`src/rtl/polyline_length_accumulator_unit_assert.svh`:
```
// assertion macros for the polyline length accumulator
// used by the top level only, no other dependencies
`ifndef POLYLINE_LENGTH_ACCUMULATOR_UNIT_ASSERT_SVH
`define POLYLINE_LENGTH_ACCUMULATOR_UNIT_ASSERT_SVH

`ifndef SYNTHESIS
// property must hold at every clock edge out of reset
`define PLA_ASSERT(lbl, clk, rstn, prop) \
    lbl: assert property (@(posedge clk) disable iff (!rstn) (prop)) \
        else $error("plen: assertion failed");
// condition must never be seen out of reset
`define PLA_NEVER(lbl, clk, rstn, cond) \
    lbl: assert property (@(posedge clk) disable iff (!rstn) !(cond)) \
        else $error("plen: forbidden condition seen");
`else
`define PLA_ASSERT(lbl, clk, rstn, prop)
`define PLA_NEVER(lbl, clk, rstn, cond)
`endif

`endif

```
`src/rtl/plen_pkg.sv`:
```
// shared types and constants for the polyline length accumulator
// no dependencies
`default_nettype none

package plen_pkg;

    localparam int unsigned MAX_POINTS_DEF = 1024;
    localparam int unsigned QUEUE_DEPTH    = 4;

    // register indexes on the configuration port
    localparam logic [2:0] CFG_SUM_MODE  = 3'd0;
    localparam logic [2:0] CFG_WIN_EN    = 3'd1;
    localparam logic [2:0] CFG_WIN_FIRST = 3'd2;
    localparam logic [2:0] CFG_WIN_LAST  = 3'd3;
    localparam logic [2:0] CFG_PERP_EN   = 3'd4;
    localparam logic [2:0] CFG_PERP_X    = 3'd5;
    localparam logic [2:0] CFG_PERP_Y    = 3'd6;
    localparam logic [2:0] CFG_PERP_Z    = 3'd7;

    // job kinds handed from front to back
    localparam logic [1:0] KIND_NONE = 2'd0;
    localparam logic [1:0] KIND_STEP = 2'd1;
    localparam logic [1:0] KIND_GEOM = 2'd2;

    typedef struct packed {
        logic               sum_mode;
        logic               win_en;
        logic        [9:0]  win_first;
        logic        [9:0]  win_last;
        logic               perp_en;
        logic signed [15:0] perp_x;
        logic signed [15:0] perp_y;
        logic signed [15:0] perp_z;
    } t_cfg;

    typedef struct packed {
        logic        [1:0]  kind;
        logic               last;
        logic        [10:0] total;
        logic signed [24:0] dx;
        logic signed [24:0] dy;
        logic signed [24:0] dz;
        logic        [23:0] step;
    } t_job;

    typedef struct packed {
        logic full;
        logic empty;
    } t_q_stat;

    typedef struct packed {
        logic pop;
        logic emit;
    } t_back_stat;

endpackage

`default_nettype wire

```
`src/rtl/plen_front.sv`:
```
// front end: accepts points, keeps point index and previous point, classifies
// each point into a job for the back end; depends on plen_pkg
`default_nettype none

module plen_front #(
    parameter int unsigned MAX_POINTS = plen_pkg::MAX_POINTS_DEF
) (
    input  wire logic               i_clk,
    input  wire logic               i_rst_n,
    input  wire plen_pkg::t_cfg     i_cfg,
    input  wire logic               i_valid,
    input  wire logic signed [23:0] i_pos_x,
    input  wire logic signed [23:0] i_pos_y,
    input  wire logic signed [23:0] i_pos_z,
    input  wire logic signed [23:0] i_step_len,
    input  wire logic               i_point_valid,
    input  wire logic               i_last_point,
    input  wire plen_pkg::t_q_stat  i_q_stat,
    output logic                    o_ready,
    output logic                    o_push,
    output plen_pkg::t_job          o_job
);
    import plen_pkg::*;

    localparam int IW = $clog2(MAX_POINTS + 1);
    localparam int CW = ((IW > 10) ? IW : 10) + 1;

    logic        [IW-1:0] r_idx;
    logic        [IW-1:0] n_idx;
    logic signed [23:0]   r_prev_x;
    logic signed [23:0]   r_prev_y;
    logic signed [23:0]   r_prev_z;

    logic [CW-1:0] idx_c;
    logic [CW-1:0] wf_c;
    logic [CW-1:0] wl_c;
    logic [CW-1:0] tot_c;
    logic          step_win;
    logic          step_cnt;
    logic          geom_win;

    assign o_ready = !i_q_stat.full;
    assign o_push  = i_valid && o_ready;

    // index saturates at the point limit
    assign n_idx = (r_idx < IW'(MAX_POINTS)) ? r_idx + 1'b1 : r_idx;

    assign idx_c = CW'(r_idx);
    assign wf_c  = CW'(i_cfg.win_first);
    assign wl_c  = CW'(i_cfg.win_last);
    assign tot_c = CW'(n_idx);

    always_comb begin
        step_win = !i_cfg.win_en ||
                   (!i_last_point && idx_c >= wf_c && (idx_c + 1'b1) <= wl_c);
        step_cnt = step_win && i_point_valid && !i_step_len[23] && (i_step_len != '0);
        geom_win = (r_idx != '0) &&
                   (!i_cfg.win_en || ((idx_c - 1'b1) >= wf_c && idx_c <= wl_c));

        o_job.last  = i_last_point;
        o_job.total = tot_c[10:0];
        o_job.dx    = {i_pos_x[23], i_pos_x} - {r_prev_x[23], r_prev_x};
        o_job.dy    = {i_pos_y[23], i_pos_y} - {r_prev_y[23], r_prev_y};
        o_job.dz    = {i_pos_z[23], i_pos_z} - {r_prev_z[23], r_prev_z};
        o_job.step  = i_step_len;
        if (i_cfg.sum_mode) begin
            o_job.kind = step_cnt ? KIND_STEP : KIND_NONE;
        end else begin
            o_job.kind = geom_win ? KIND_GEOM : KIND_NONE;
        end
    end

    always_ff @(posedge i_clk) begin
        if (!i_rst_n) begin
            r_idx    <= '0;
            r_prev_x <= '0;
            r_prev_y <= '0;
            r_prev_z <= '0;
        end else if (o_push) begin
            if (i_last_point) begin
                r_idx    <= '0;
                r_prev_x <= '0;
                r_prev_y <= '0;
                r_prev_z <= '0;
            end else begin
                r_idx    <= n_idx;
                r_prev_x <= i_pos_x;
                r_prev_y <= i_pos_y;
                r_prev_z <= i_pos_z;
            end
        end
    end

endmodule

`default_nettype wire

```
`src/rtl/plen_fifo.sv`:
```
// short job queue between front and back end
// depends on plen_pkg
`default_nettype none

module plen_fifo (
    input  wire logic              i_clk,
    input  wire logic              i_rst_n,
    input  wire logic              i_push,
    input  wire plen_pkg::t_job    i_job,
    input  wire logic              i_pop,
    output plen_pkg::t_job         o_job,
    output plen_pkg::t_q_stat      o_stat
);
    import plen_pkg::*;

    localparam int AW = $clog2(QUEUE_DEPTH);

    t_job            r_mem [QUEUE_DEPTH];
    logic [AW-1:0]   r_wr;
    logic [AW-1:0]   r_rd;
    logic [AW:0]     r_cnt;

    assign o_job        = r_mem[r_rd];
    assign o_stat.full  = (r_cnt == (AW+1)'(QUEUE_DEPTH));
    assign o_stat.empty = (r_cnt == '0);

    always_ff @(posedge i_clk) begin
        if (i_push) begin
            r_mem[r_wr] <= i_job;
        end
    end

    always_ff @(posedge i_clk) begin
        if (!i_rst_n) begin
            r_wr  <= '0;
            r_rd  <= '0;
            r_cnt <= '0;
        end else begin
            if (i_push) begin
                r_wr <= (r_wr == AW'(QUEUE_DEPTH - 1)) ? '0 : r_wr + 1'b1;
            end
            if (i_pop) begin
                r_rd <= (r_rd == AW'(QUEUE_DEPTH - 1)) ? '0 : r_rd + 1'b1;
            end
            case ({i_push, i_pop})
                2'b10:   r_cnt <= r_cnt + 1'b1;
                2'b01:   r_cnt <= r_cnt - 1'b1;
                default: r_cnt <= r_cnt;
            endcase
        end
    end

endmodule

`default_nettype wire

```
`src/rtl/plen_back.sv`:
```
// back end: squares, dot product, bit-serial square root, saturating sum and
// the result register; depends on plen_pkg
`default_nettype none

module plen_back (
    input  wire logic                 i_clk,
    input  wire logic                 i_rst_n,
    input  wire plen_pkg::t_cfg       i_cfg,
    input  wire plen_pkg::t_job       i_job,
    input  wire plen_pkg::t_q_stat    i_q_stat,
    input  wire logic                 i_out_ready,
    output plen_pkg::t_back_stat      o_stat,
    output logic                      o_out_valid,
    output logic [39:0]               o_track_length,
    output logic [10:0]               o_point_total
);
    import plen_pkg::*;

    localparam logic [2:0] B_IDLE = 3'd0;
    localparam logic [2:0] B_MAC  = 3'd1;
    localparam logic [2:0] B_PRND = 3'd2;
    localparam logic [2:0] B_PSQ  = 3'd3;
    localparam logic [2:0] B_SQRT = 3'd4;
    localparam logic [2:0] B_RND  = 3'd5;
    localparam logic [2:0] B_ACC  = 3'd6;
    localparam logic [2:0] B_FIN  = 3'd7;

    localparam int          ROOT_W    = 25;
    localparam logic [4:0]  SQRT_LAST = 5'(ROOT_W - 1);

    logic [2:0]         r_state;
    t_job               r_job;
    logic [2:0]         r_k;
    logic [49:0]        r_mag2;
    logic signed [42:0] r_dot;
    logic [27:0]        r_p;
    logic [49:0]        r_rad;
    logic [26:0]        r_rem;
    logic [24:0]        r_root;
    logic [4:0]         r_cnt;
    logic [25:0]        r_add;
    logic [39:0]        r_acc;
    logic               r_out_valid;
    logic [39:0]        r_out_len;
    logic [10:0]        r_out_total;

    logic signed [28:0] mul_a;
    logic signed [28:0] mul_b;
    logic signed [57:0] prod;
    logic [49:0]        n_mag2;
    logic signed [42:0] n_dot;
    logic [42:0]        dot_abs;
    logic [43:0]        dot_rnd;
    logic [55:0]        p2;
    logic [49:0]        n_rad_perp;
    logic [28:0]        sq_sh;
    logic [28:0]        sq_trial;
    logic               sq_ge;
    logic [28:0]        sq_diff;
    logic [40:0]        acc_sum;
    logic [39:0]        n_acc;
    logic               pop;
    logic               emit;

    // one shared signed multiplier, operands picked by state and step
    always_comb begin
        mul_a = '0;
        mul_b = '0;
        if (r_state == B_PSQ) begin
            mul_a = {1'b0, r_p};
            mul_b = {1'b0, r_p};
        end else begin
            case (r_k)
                3'd0: begin mul_a = 29'(r_job.dx); mul_b = 29'(r_job.dx); end
                3'd1: begin mul_a = 29'(r_job.dy); mul_b = 29'(r_job.dy); end
                3'd2: begin mul_a = 29'(r_job.dz); mul_b = 29'(r_job.dz); end
                3'd3: begin mul_a = 29'(r_job.dx); mul_b = 29'(i_cfg.perp_x); end
                3'd4: begin mul_a = 29'(r_job.dy); mul_b = 29'(i_cfg.perp_y); end
                3'd5: begin mul_a = 29'(r_job.dz); mul_b = 29'(i_cfg.perp_z); end
                default: begin mul_a = '0; mul_b = '0; end
            endcase
        end
    end

    assign prod   = mul_a * mul_b;
    assign n_mag2 = r_mag2 + prod[49:0];
    assign n_dot  = r_dot + prod[42:0];

    // dot rounded half away from zero to 1/256 units
    assign dot_abs = r_dot[42] ? 43'(-r_dot) : 43'(r_dot);
    assign dot_rnd = {1'b0, dot_abs} + 44'(1 << 14);

    // radicand clamped at zero
    assign p2         = prod[55:0];
    assign n_rad_perp = (p2 >= {6'd0, r_mag2}) ? '0 : 50'({6'd0, r_mag2} - p2);

    // restoring square root, one root bit per cycle
    assign sq_sh    = {r_rem, r_rad[49:48]};
    assign sq_trial = {2'b00, r_root, 2'b01};
    assign sq_ge    = (sq_sh >= sq_trial);
    assign sq_diff  = sq_sh - sq_trial;

    assign acc_sum = {1'b0, r_acc} + 41'(r_add);
    assign n_acc   = acc_sum[40] ? '1 : acc_sum[39:0];

    assign pop  = (r_state == B_IDLE) && !i_q_stat.empty;
    assign emit = (r_state == B_FIN) && (!r_out_valid || i_out_ready);

    assign o_stat.pop      = pop;
    assign o_stat.emit     = emit;
    assign o_out_valid     = r_out_valid;
    assign o_track_length  = r_out_len;
    assign o_point_total   = r_out_total;

    always_ff @(posedge i_clk) begin
        if (!i_rst_n) begin
            r_state     <= B_IDLE;
            r_acc       <= '0;
            r_out_valid <= 1'b0;
            r_k         <= '0;
            r_cnt       <= '0;
        end else begin
            // a new result fills an empty output register or replaces the one just taken
            if (emit) begin
                r_out_valid <= 1'b1;
            end else if (r_out_valid && i_out_ready) begin
                r_out_valid <= 1'b0;
            end
            unique case (r_state)
                B_IDLE: begin
                    if (pop) begin
                        r_job  <= i_job;
                        r_k    <= '0;
                        r_mag2 <= '0;
                        r_dot  <= '0;
                        if (i_job.kind == KIND_GEOM) begin
                            r_state <= B_MAC;
                        end else begin
                            r_add   <= (i_job.kind == KIND_STEP) ? 26'(i_job.step) : '0;
                            r_state <= B_ACC;
                        end
                    end
                end
                B_MAC: begin
                    r_k <= r_k + 1'b1;
                    if (r_k <= 3'd2) begin
                        r_mag2 <= n_mag2;
                    end else begin
                        r_dot <= n_dot;
                    end
                    if (r_k == 3'd2 && !i_cfg.perp_en) begin
                        r_rad   <= n_mag2;
                        r_rem   <= '0;
                        r_root  <= '0;
                        r_cnt   <= '0;
                        r_state <= B_SQRT;
                    end else if (r_k == 3'd5) begin
                        r_state <= B_PRND;
                    end
                end
                B_PRND: begin
                    r_p     <= dot_rnd[42:15];
                    r_state <= B_PSQ;
                end
                B_PSQ: begin
                    r_rad   <= n_rad_perp;
                    r_rem   <= '0;
                    r_root  <= '0;
                    r_cnt   <= '0;
                    r_state <= B_SQRT;
                end
                B_SQRT: begin
                    r_rem  <= sq_ge ? sq_diff[26:0] : sq_sh[26:0];
                    r_root <= {r_root[23:0], sq_ge};
                    r_rad  <= {r_rad[47:0], 2'b00};
                    r_cnt  <= r_cnt + 1'b1;
                    if (r_cnt == SQRT_LAST) begin
                        r_state <= B_RND;
                    end
                end
                B_RND: begin
                    r_add   <= 26'(r_root) + 26'(r_rem > {2'b00, r_root});
                    r_state <= B_ACC;
                end
                B_ACC: begin
                    r_acc   <= n_acc;
                    r_state <= r_job.last ? B_FIN : B_IDLE;
                end
                B_FIN: begin
                    if (emit) begin
                        r_acc   <= '0;
                        r_state <= B_IDLE;
                    end
                end
                default: r_state <= B_IDLE;
            endcase
        end
    end

    // result payload
    always_ff @(posedge i_clk) begin
        if (emit) begin
            r_out_len   <= r_acc;
            r_out_total <= r_job.total;
        end
    end

endmodule

`default_nettype wire

```
`src/rtl/polyline_length_accumulator_unit.sv`:
```
// Polyline length accumulator. Points of a track stream in; when the point
// marked last has been summed, one item carries the track length (1/256 units,
// saturating at 2^40-1) and the point count. Geometric mode sums distances
// between consecutive points, optionally with the component along the
// configured Q1.15 vector removed; step mode sums positive step lengths of
// valid points. A front end accepts one point per cycle while its job queue
// (four entries) has room; the back end works one job at a time. For a
// geometric pair the back end takes the job, runs three multiply-accumulate
// steps on one shared multiplier (six, plus rounding and squaring of the
// projection, when it is removed), a bit-serial square root giving a 25-bit
// root, then rounding and the add; the square root sets the sustained rate.
// Step points and points that add nothing go from taking the job straight
// to the add; a final point then passes a finish state that loads the
// output register. A finished result waits in the output register while
// the next points are already being taken and worked on. The user must
// write configuration registers through the plain write port while the
// block is idle (not enforced by the block); no clearing pass follows reset.
//
// depends on plen_pkg, plen_front, plen_fifo, plen_back and the assertion header
`default_nettype none
`include "polyline_length_accumulator_unit_assert.svh"

module polyline_length_accumulator_unit #(
    parameter int unsigned MAX_POINTS = plen_pkg::MAX_POINTS_DEF
) (
    input  wire logic         i_clk,
    input  wire logic         i_rst_n,
    // configuration write port
    input  wire logic         i_cfg_we,
    input  wire logic [2:0]   i_cfg_addr,
    input  wire logic [15:0]  i_cfg_wdata,
    // point stream
    input  wire logic         s_axis_tvalid,
    output logic              s_axis_tready,
    input  wire logic [95:0]  s_axis_tdata,  // pos_x, pos_y, pos_z, step_len
    input  wire logic [0:0]   s_axis_tuser,  // point_valid
    input  wire logic         s_axis_tlast,  // last_point
    // result stream
    output logic              m_axis_tvalid,
    input  wire logic         m_axis_tready,
    output logic [55:0]       m_axis_tdata   // track_length, point_total, zero pad
);
    import plen_pkg::*;

    t_cfg        r_cfg;
    t_job        front_job;
    t_job        q_job;
    t_q_stat     q_stat;
    t_back_stat  back_stat;
    logic        push;
    logic [39:0] track_length;
    logic [10:0] point_total;

    // configuration registers, read by both ends at every job
    always_ff @(posedge i_clk) begin
        if (!i_rst_n) begin
            r_cfg.sum_mode  <= 1'b0;
            r_cfg.win_en    <= 1'b0;
            r_cfg.win_first <= '0;
            r_cfg.win_last  <= 10'd1023;
            r_cfg.perp_en   <= 1'b0;
            r_cfg.perp_x    <= '0;
            r_cfg.perp_y    <= '0;
            r_cfg.perp_z    <= '0;
        end else if (i_cfg_we) begin
            unique case (i_cfg_addr)
                CFG_SUM_MODE:  r_cfg.sum_mode  <= i_cfg_wdata[0];
                CFG_WIN_EN:    r_cfg.win_en    <= i_cfg_wdata[0];
                CFG_WIN_FIRST: r_cfg.win_first <= i_cfg_wdata[9:0];
                CFG_WIN_LAST:  r_cfg.win_last  <= i_cfg_wdata[9:0];
                CFG_PERP_EN:   r_cfg.perp_en   <= i_cfg_wdata[0];
                CFG_PERP_X:    r_cfg.perp_x    <= i_cfg_wdata;
                CFG_PERP_Y:    r_cfg.perp_y    <= i_cfg_wdata;
                CFG_PERP_Z:    r_cfg.perp_z    <= i_cfg_wdata;
                default: ;
            endcase
        end
    end

    // front end: index window, pair differences, job kind
    plen_front #(
        .MAX_POINTS (MAX_POINTS)
    ) u_front (
        .i_clk         (i_clk),
        .i_rst_n       (i_rst_n),
        .i_cfg         (r_cfg),
        .i_valid       (s_axis_tvalid),
        .i_pos_x       (s_axis_tdata[23:0]),
        .i_pos_y       (s_axis_tdata[47:24]),
        .i_pos_z       (s_axis_tdata[71:48]),
        .i_step_len    (s_axis_tdata[95:72]),
        .i_point_valid (s_axis_tuser[0]),
        .i_last_point  (s_axis_tlast),
        .i_q_stat      (q_stat),
        .o_ready       (s_axis_tready),
        .o_push        (push),
        .o_job         (front_job)
    );

    // jobs in flight between the two ends
    plen_fifo u_fifo (
        .i_clk   (i_clk),
        .i_rst_n (i_rst_n),
        .i_push  (push),
        .i_job   (front_job),
        .i_pop   (back_stat.pop),
        .o_job   (q_job),
        .o_stat  (q_stat)
    );

    // back end: distance, square root, accumulation, result register
    plen_back u_back (
        .i_clk          (i_clk),
        .i_rst_n        (i_rst_n),
        .i_cfg          (r_cfg),
        .i_job          (q_job),
        .i_q_stat       (q_stat),
        .i_out_ready    (m_axis_tready),
        .o_stat         (back_stat),
        .o_out_valid    (m_axis_tvalid),
        .o_track_length (track_length),
        .o_point_total  (point_total)
    );

    assign m_axis_tdata = {5'd0, point_total, track_length};

    // queue bookkeeping stays consistent
    `PLA_NEVER(a_q_full_and_empty, i_clk, i_rst_n, q_stat.full && q_stat.empty)
    // back end only takes a job that is there
    `PLA_ASSERT(a_pop_nonempty, i_clk, i_rst_n, back_stat.pop |-> !q_stat.empty)
    // a waiting result is never overwritten
    `PLA_ASSERT(a_no_overwrite, i_clk, i_rst_n,
                back_stat.emit |-> (!m_axis_tvalid || m_axis_tready))

endmodule

`default_nettype wire
```
`config.mk`:
```
export PLATFORM = sky130hd
export DESIGN_NAME = polyline_length_accumulator_unit
export DESIGN_NICKNAME = d
export VERILOG_FILES = /design/src/rtl/plen_pkg.sv /design/src/rtl/plen_front.sv /design/src/rtl/plen_fifo.sv /design/src/rtl/plen_back.sv /design/src/rtl/polyline_length_accumulator_unit.sv
export VERILOG_INCLUDE_DIRS = /design/src /design/src/rtl
export SDC_FILE = /design/constraint.sdc
export NUM_CORES = 2
export LEC_CHECK = 0
export BUFFER_PORTS_ARGS = -buffer_cell sky130_fd_sc_hd__buf_2
export CAP_MARGIN = 20
export CORE_MARGIN = 8
export CORE_UTILIZATION = 54
export DETAILED_ROUTE_END_ITERATION = 12
export GPL_TIMING_DRIVEN = 1
export HOLD_SLACK_MARGIN = 0.08
export PLACE_DENSITY = 0.76
export REMOVE_ABC_BUFFERS = 1
export SYNTH_ARGS = -nofsm -noshare
export SYNTH_HDL_FRONTEND = slang
export SYNTH_HIERARCHICAL = 1
export SYNTH_SLANG_ARGS = --single-unit
```
`constraint.sdc`:
```
create_clock -name i_clk -period 34.9 [get_ports i_clk]
set_input_delay 5.235 -clock i_clk [delete_from_list [all_inputs] [get_ports i_clk]]
set_output_delay 5.235 -clock i_clk [all_outputs]
set_load 0.03 [all_outputs]
```
==> results.py <==
metrics = {
    "outcome": {
        "outcome": "finished with violations",
        "violations": "design-rule violations",
    },
    "critical_path": {
        "cp_slowest_cell": "nand2_1",
        "cpPeakStageDelay_ps": 920,
        "cp-end-kind": "flip-flop",
        "path_max_fanout": 47,
        "cp-start-kind": "flip-flop",
        "critPathRequiredTime_ps": 35390,
        "critPathArrivalTime_ps": 15980,
        "worstRegToRegCells": 41,
        "crit_type": "flip-flop to flip-flop",
        "crit_top_cell": "fa_1",
    },
    "clock_tree": {
        "clk_pin_slew_worst_paths_ps": 60,
        "cts_sinks": 1054,
        "cts.htree.levels": 3,
        "post_cts_buffers": 0,
        "ctsResizeCount": 0,
        "cts_tree": "done",
        "cts_made_buffers": 110,
        "clk_latency_ps": 790,
        "cts_root_buf": "clkbuf_16",
        "clock_path_buffers": 3,
        "cts_hold_buf": 0,
    },
    "job": {
        "maxCapViolations": 0,
    },
    "cells_and_area": {
        "fin_nets": 10472,
        "areaGrowthSynthToFinish_pct": 7.442,
        "fillers": 13778,
        "drive_gt1_frac": 0.08496,
    },
    "timing": {
        "tightestPinTransition_ps": 1111,
        "rsz0062_at_grt": "no",
        "hold_viol_final": 0,
        "maxSlewViolCount": 0,
        "fmax_mhz": 64.58,
        "tns_ps": 0,
        "fin_crit_sh": 0.4437,
        "finClkSkew_ps": 80.39,
        "timing.slew.headroom": 0.2536,
        "setup_viol": 0,
        "period_needed_ps": 15490,
    },
    "routing": {
        "wl_per_cell_um": 23.46,
        "drt_iter0_drc": 7207,
        "drc": 2,
        "drt_wl_total_um": 263400,
        "num_vias": 68367,
        "vias_per_cell": 6.089,
        "drtPass1Iterations": 11,
        "detail-route-antenna-nets": 0,
    },
    "placement": {
        "dpl.hpwl_um": 196000,
        "port_buffers": 174,
        "gpl.final_weighted_congestion": 0.9882,
    },
    "floorplan": {
        "start_util": 0.5419,
        "core_mm2": 0.1665,
        "die_x_um": 424.7,
        "fp-row-count": 150,
        "die_height_um": 424.7,
        "die_area_mm2": 0.1804,
        "pin_count": 180,
    },
    "synthesis": {
        "syn_inst": 8946,
        "syn_area_mm2": 0.09022,
        "syn_avg_cell_area_um2": 10.08,
        "synth-warning-count": 6,
    },
    "min_path": {
        "hold_path_depth": 0,
        "min_path_type": "flip-flop to flip-flop",
    },
    "global_routing": {
        "grt_remaining_overflow": 0,
        "grt_pass1_wl_um": 406200,
        "grt_max_degree": 140,
        "grt_pass1_vias": 69924,
        "grt_use_total": 0.2866,
        "antenna_found_initial": 11,
    },
}
## worst paths after layout
path / start / endpoint / slack [ps]
max: u_back/r_state[2]$_SDFFE_PN0P_ / u_back/r_rad[36]$_DFFE_PP_ / 19410
min: u_back/r_job[100]$_DFFE_PP_ / u_back/o_point_total[1]$_DFFE_PP_ / 430
min reg2reg: u_back/r_job[100]$_DFFE_PP_ / u_back/o_point_total[1]$_DFFE_PP_ / 430
max reg2reg: u_back/r_state[2]$_SDFFE_PN0P_ / u_back/r_rad[36]$_DFFE_PP_ / 19410
## registers in the layout, indices dropped and copies added (netlist names), 5 cells and up, named ones only
| register | flops |
|---|---|
| r_cfg | 71 |
| u_back/o_point_total | 11 |
| u_back/o_track_length | 40 |
| u_back/r_acc | 40 |
| u_back/r_add | 26 |
| u_back/r_cnt | 5 |
| u_back/r_dot | 43 |
| u_back/r_job | 87 |
| u_back/r_mag2 | 50 |
| u_back/r_p | 28 |
| u_back/r_rad | 50 |
| u_back/r_rem | 27 |
| u_back/r_root | 25 |
| u_fifo/r_mem | 452 |
| u_front/r_idx | 11 |
| u_front/r_prev_x | 24 |
| u_front/r_prev_y | 24 |
| u_front/r_prev_z | 24 |
## worst max-delay path: cells and delay by family, from the launching register on
family / cells / cell delay [ps]
and+or+nand+nor: 13 / 3910
adders and majority gates: 10 / 5220
AOI/OAI and AO/OA: 9 / 2800
xor gates and xnor gates: 1 / 150
DFF: 1 / 770
buffers and inverters: 8 / 2300
## per-layer routing
metal  GRT usage  wire length (µm)  vias to the layer above
met5           0                27                        -
met3     0.05468             23170                      749
met4      0.1316             14100                        4
met1      0.3708            102000                    34036
met2      0.4694            124100                     3458
li1            -                 -                    30120
## cell usage in the layout (no fill, tap or decap), drive strengths merged, types with 84 or more instances in the layout
| master | instances |
|---|---|
| xor2 | 114 |
| dfxtp | 215 |
| inv | 1279 |
| buf | 327 |
| a21o | 144 |
| fa | 889 |
| mux2i | 106 |
| nor2b | 97 |
| nand2b | 84 |
| o21ai | 313 |
| xnor2 | 245 |
| nand2 | 718 |
| nand3 | 124 |
| o21a | 141 |
| clkbuf | 147 |
| a21oi | 409 |
| nor3 | 102 |
| nor2 | 967 |
| edfxtp | 839 |
| mux4 | 113 |
| ha | 542 |
## metrics by stage
step	setup slack, ps	cell area, µm²	util	hold WS (ps)	instances
4_1_cts	19320	96820	0.5816	430.2	11215
6_report	19410	96930	0.5823	429.2	11228
5_1_grt	19070	96920	0.5822	434.8	11224
2_1_floorplan	20670	88130	-	400.3	8480
3_5_place_dp	19380	93110	0.5593	407.7	11006
3_3_place_gp	19460	93100	0.5593	407.6	11004
## area by class of cell
class	instances	area [µm²]	share of cell area
timing repair buffer	327	2087	0.02153
clock inverter	62	716.9	0.007396
antenna	8	20.02	0.0002065
clock buffer	147	2992	0.03086
multi-input combinational	6146	54050	0.5576
sequential	1054	29510	0.3044
inverter	1280	4805	0.04957
tap	2204	2758	0.02845
Power is left out: the tool's default activity adds up to more than one toggle a clock period on the data nets, which glitch-free logic cannot reach.
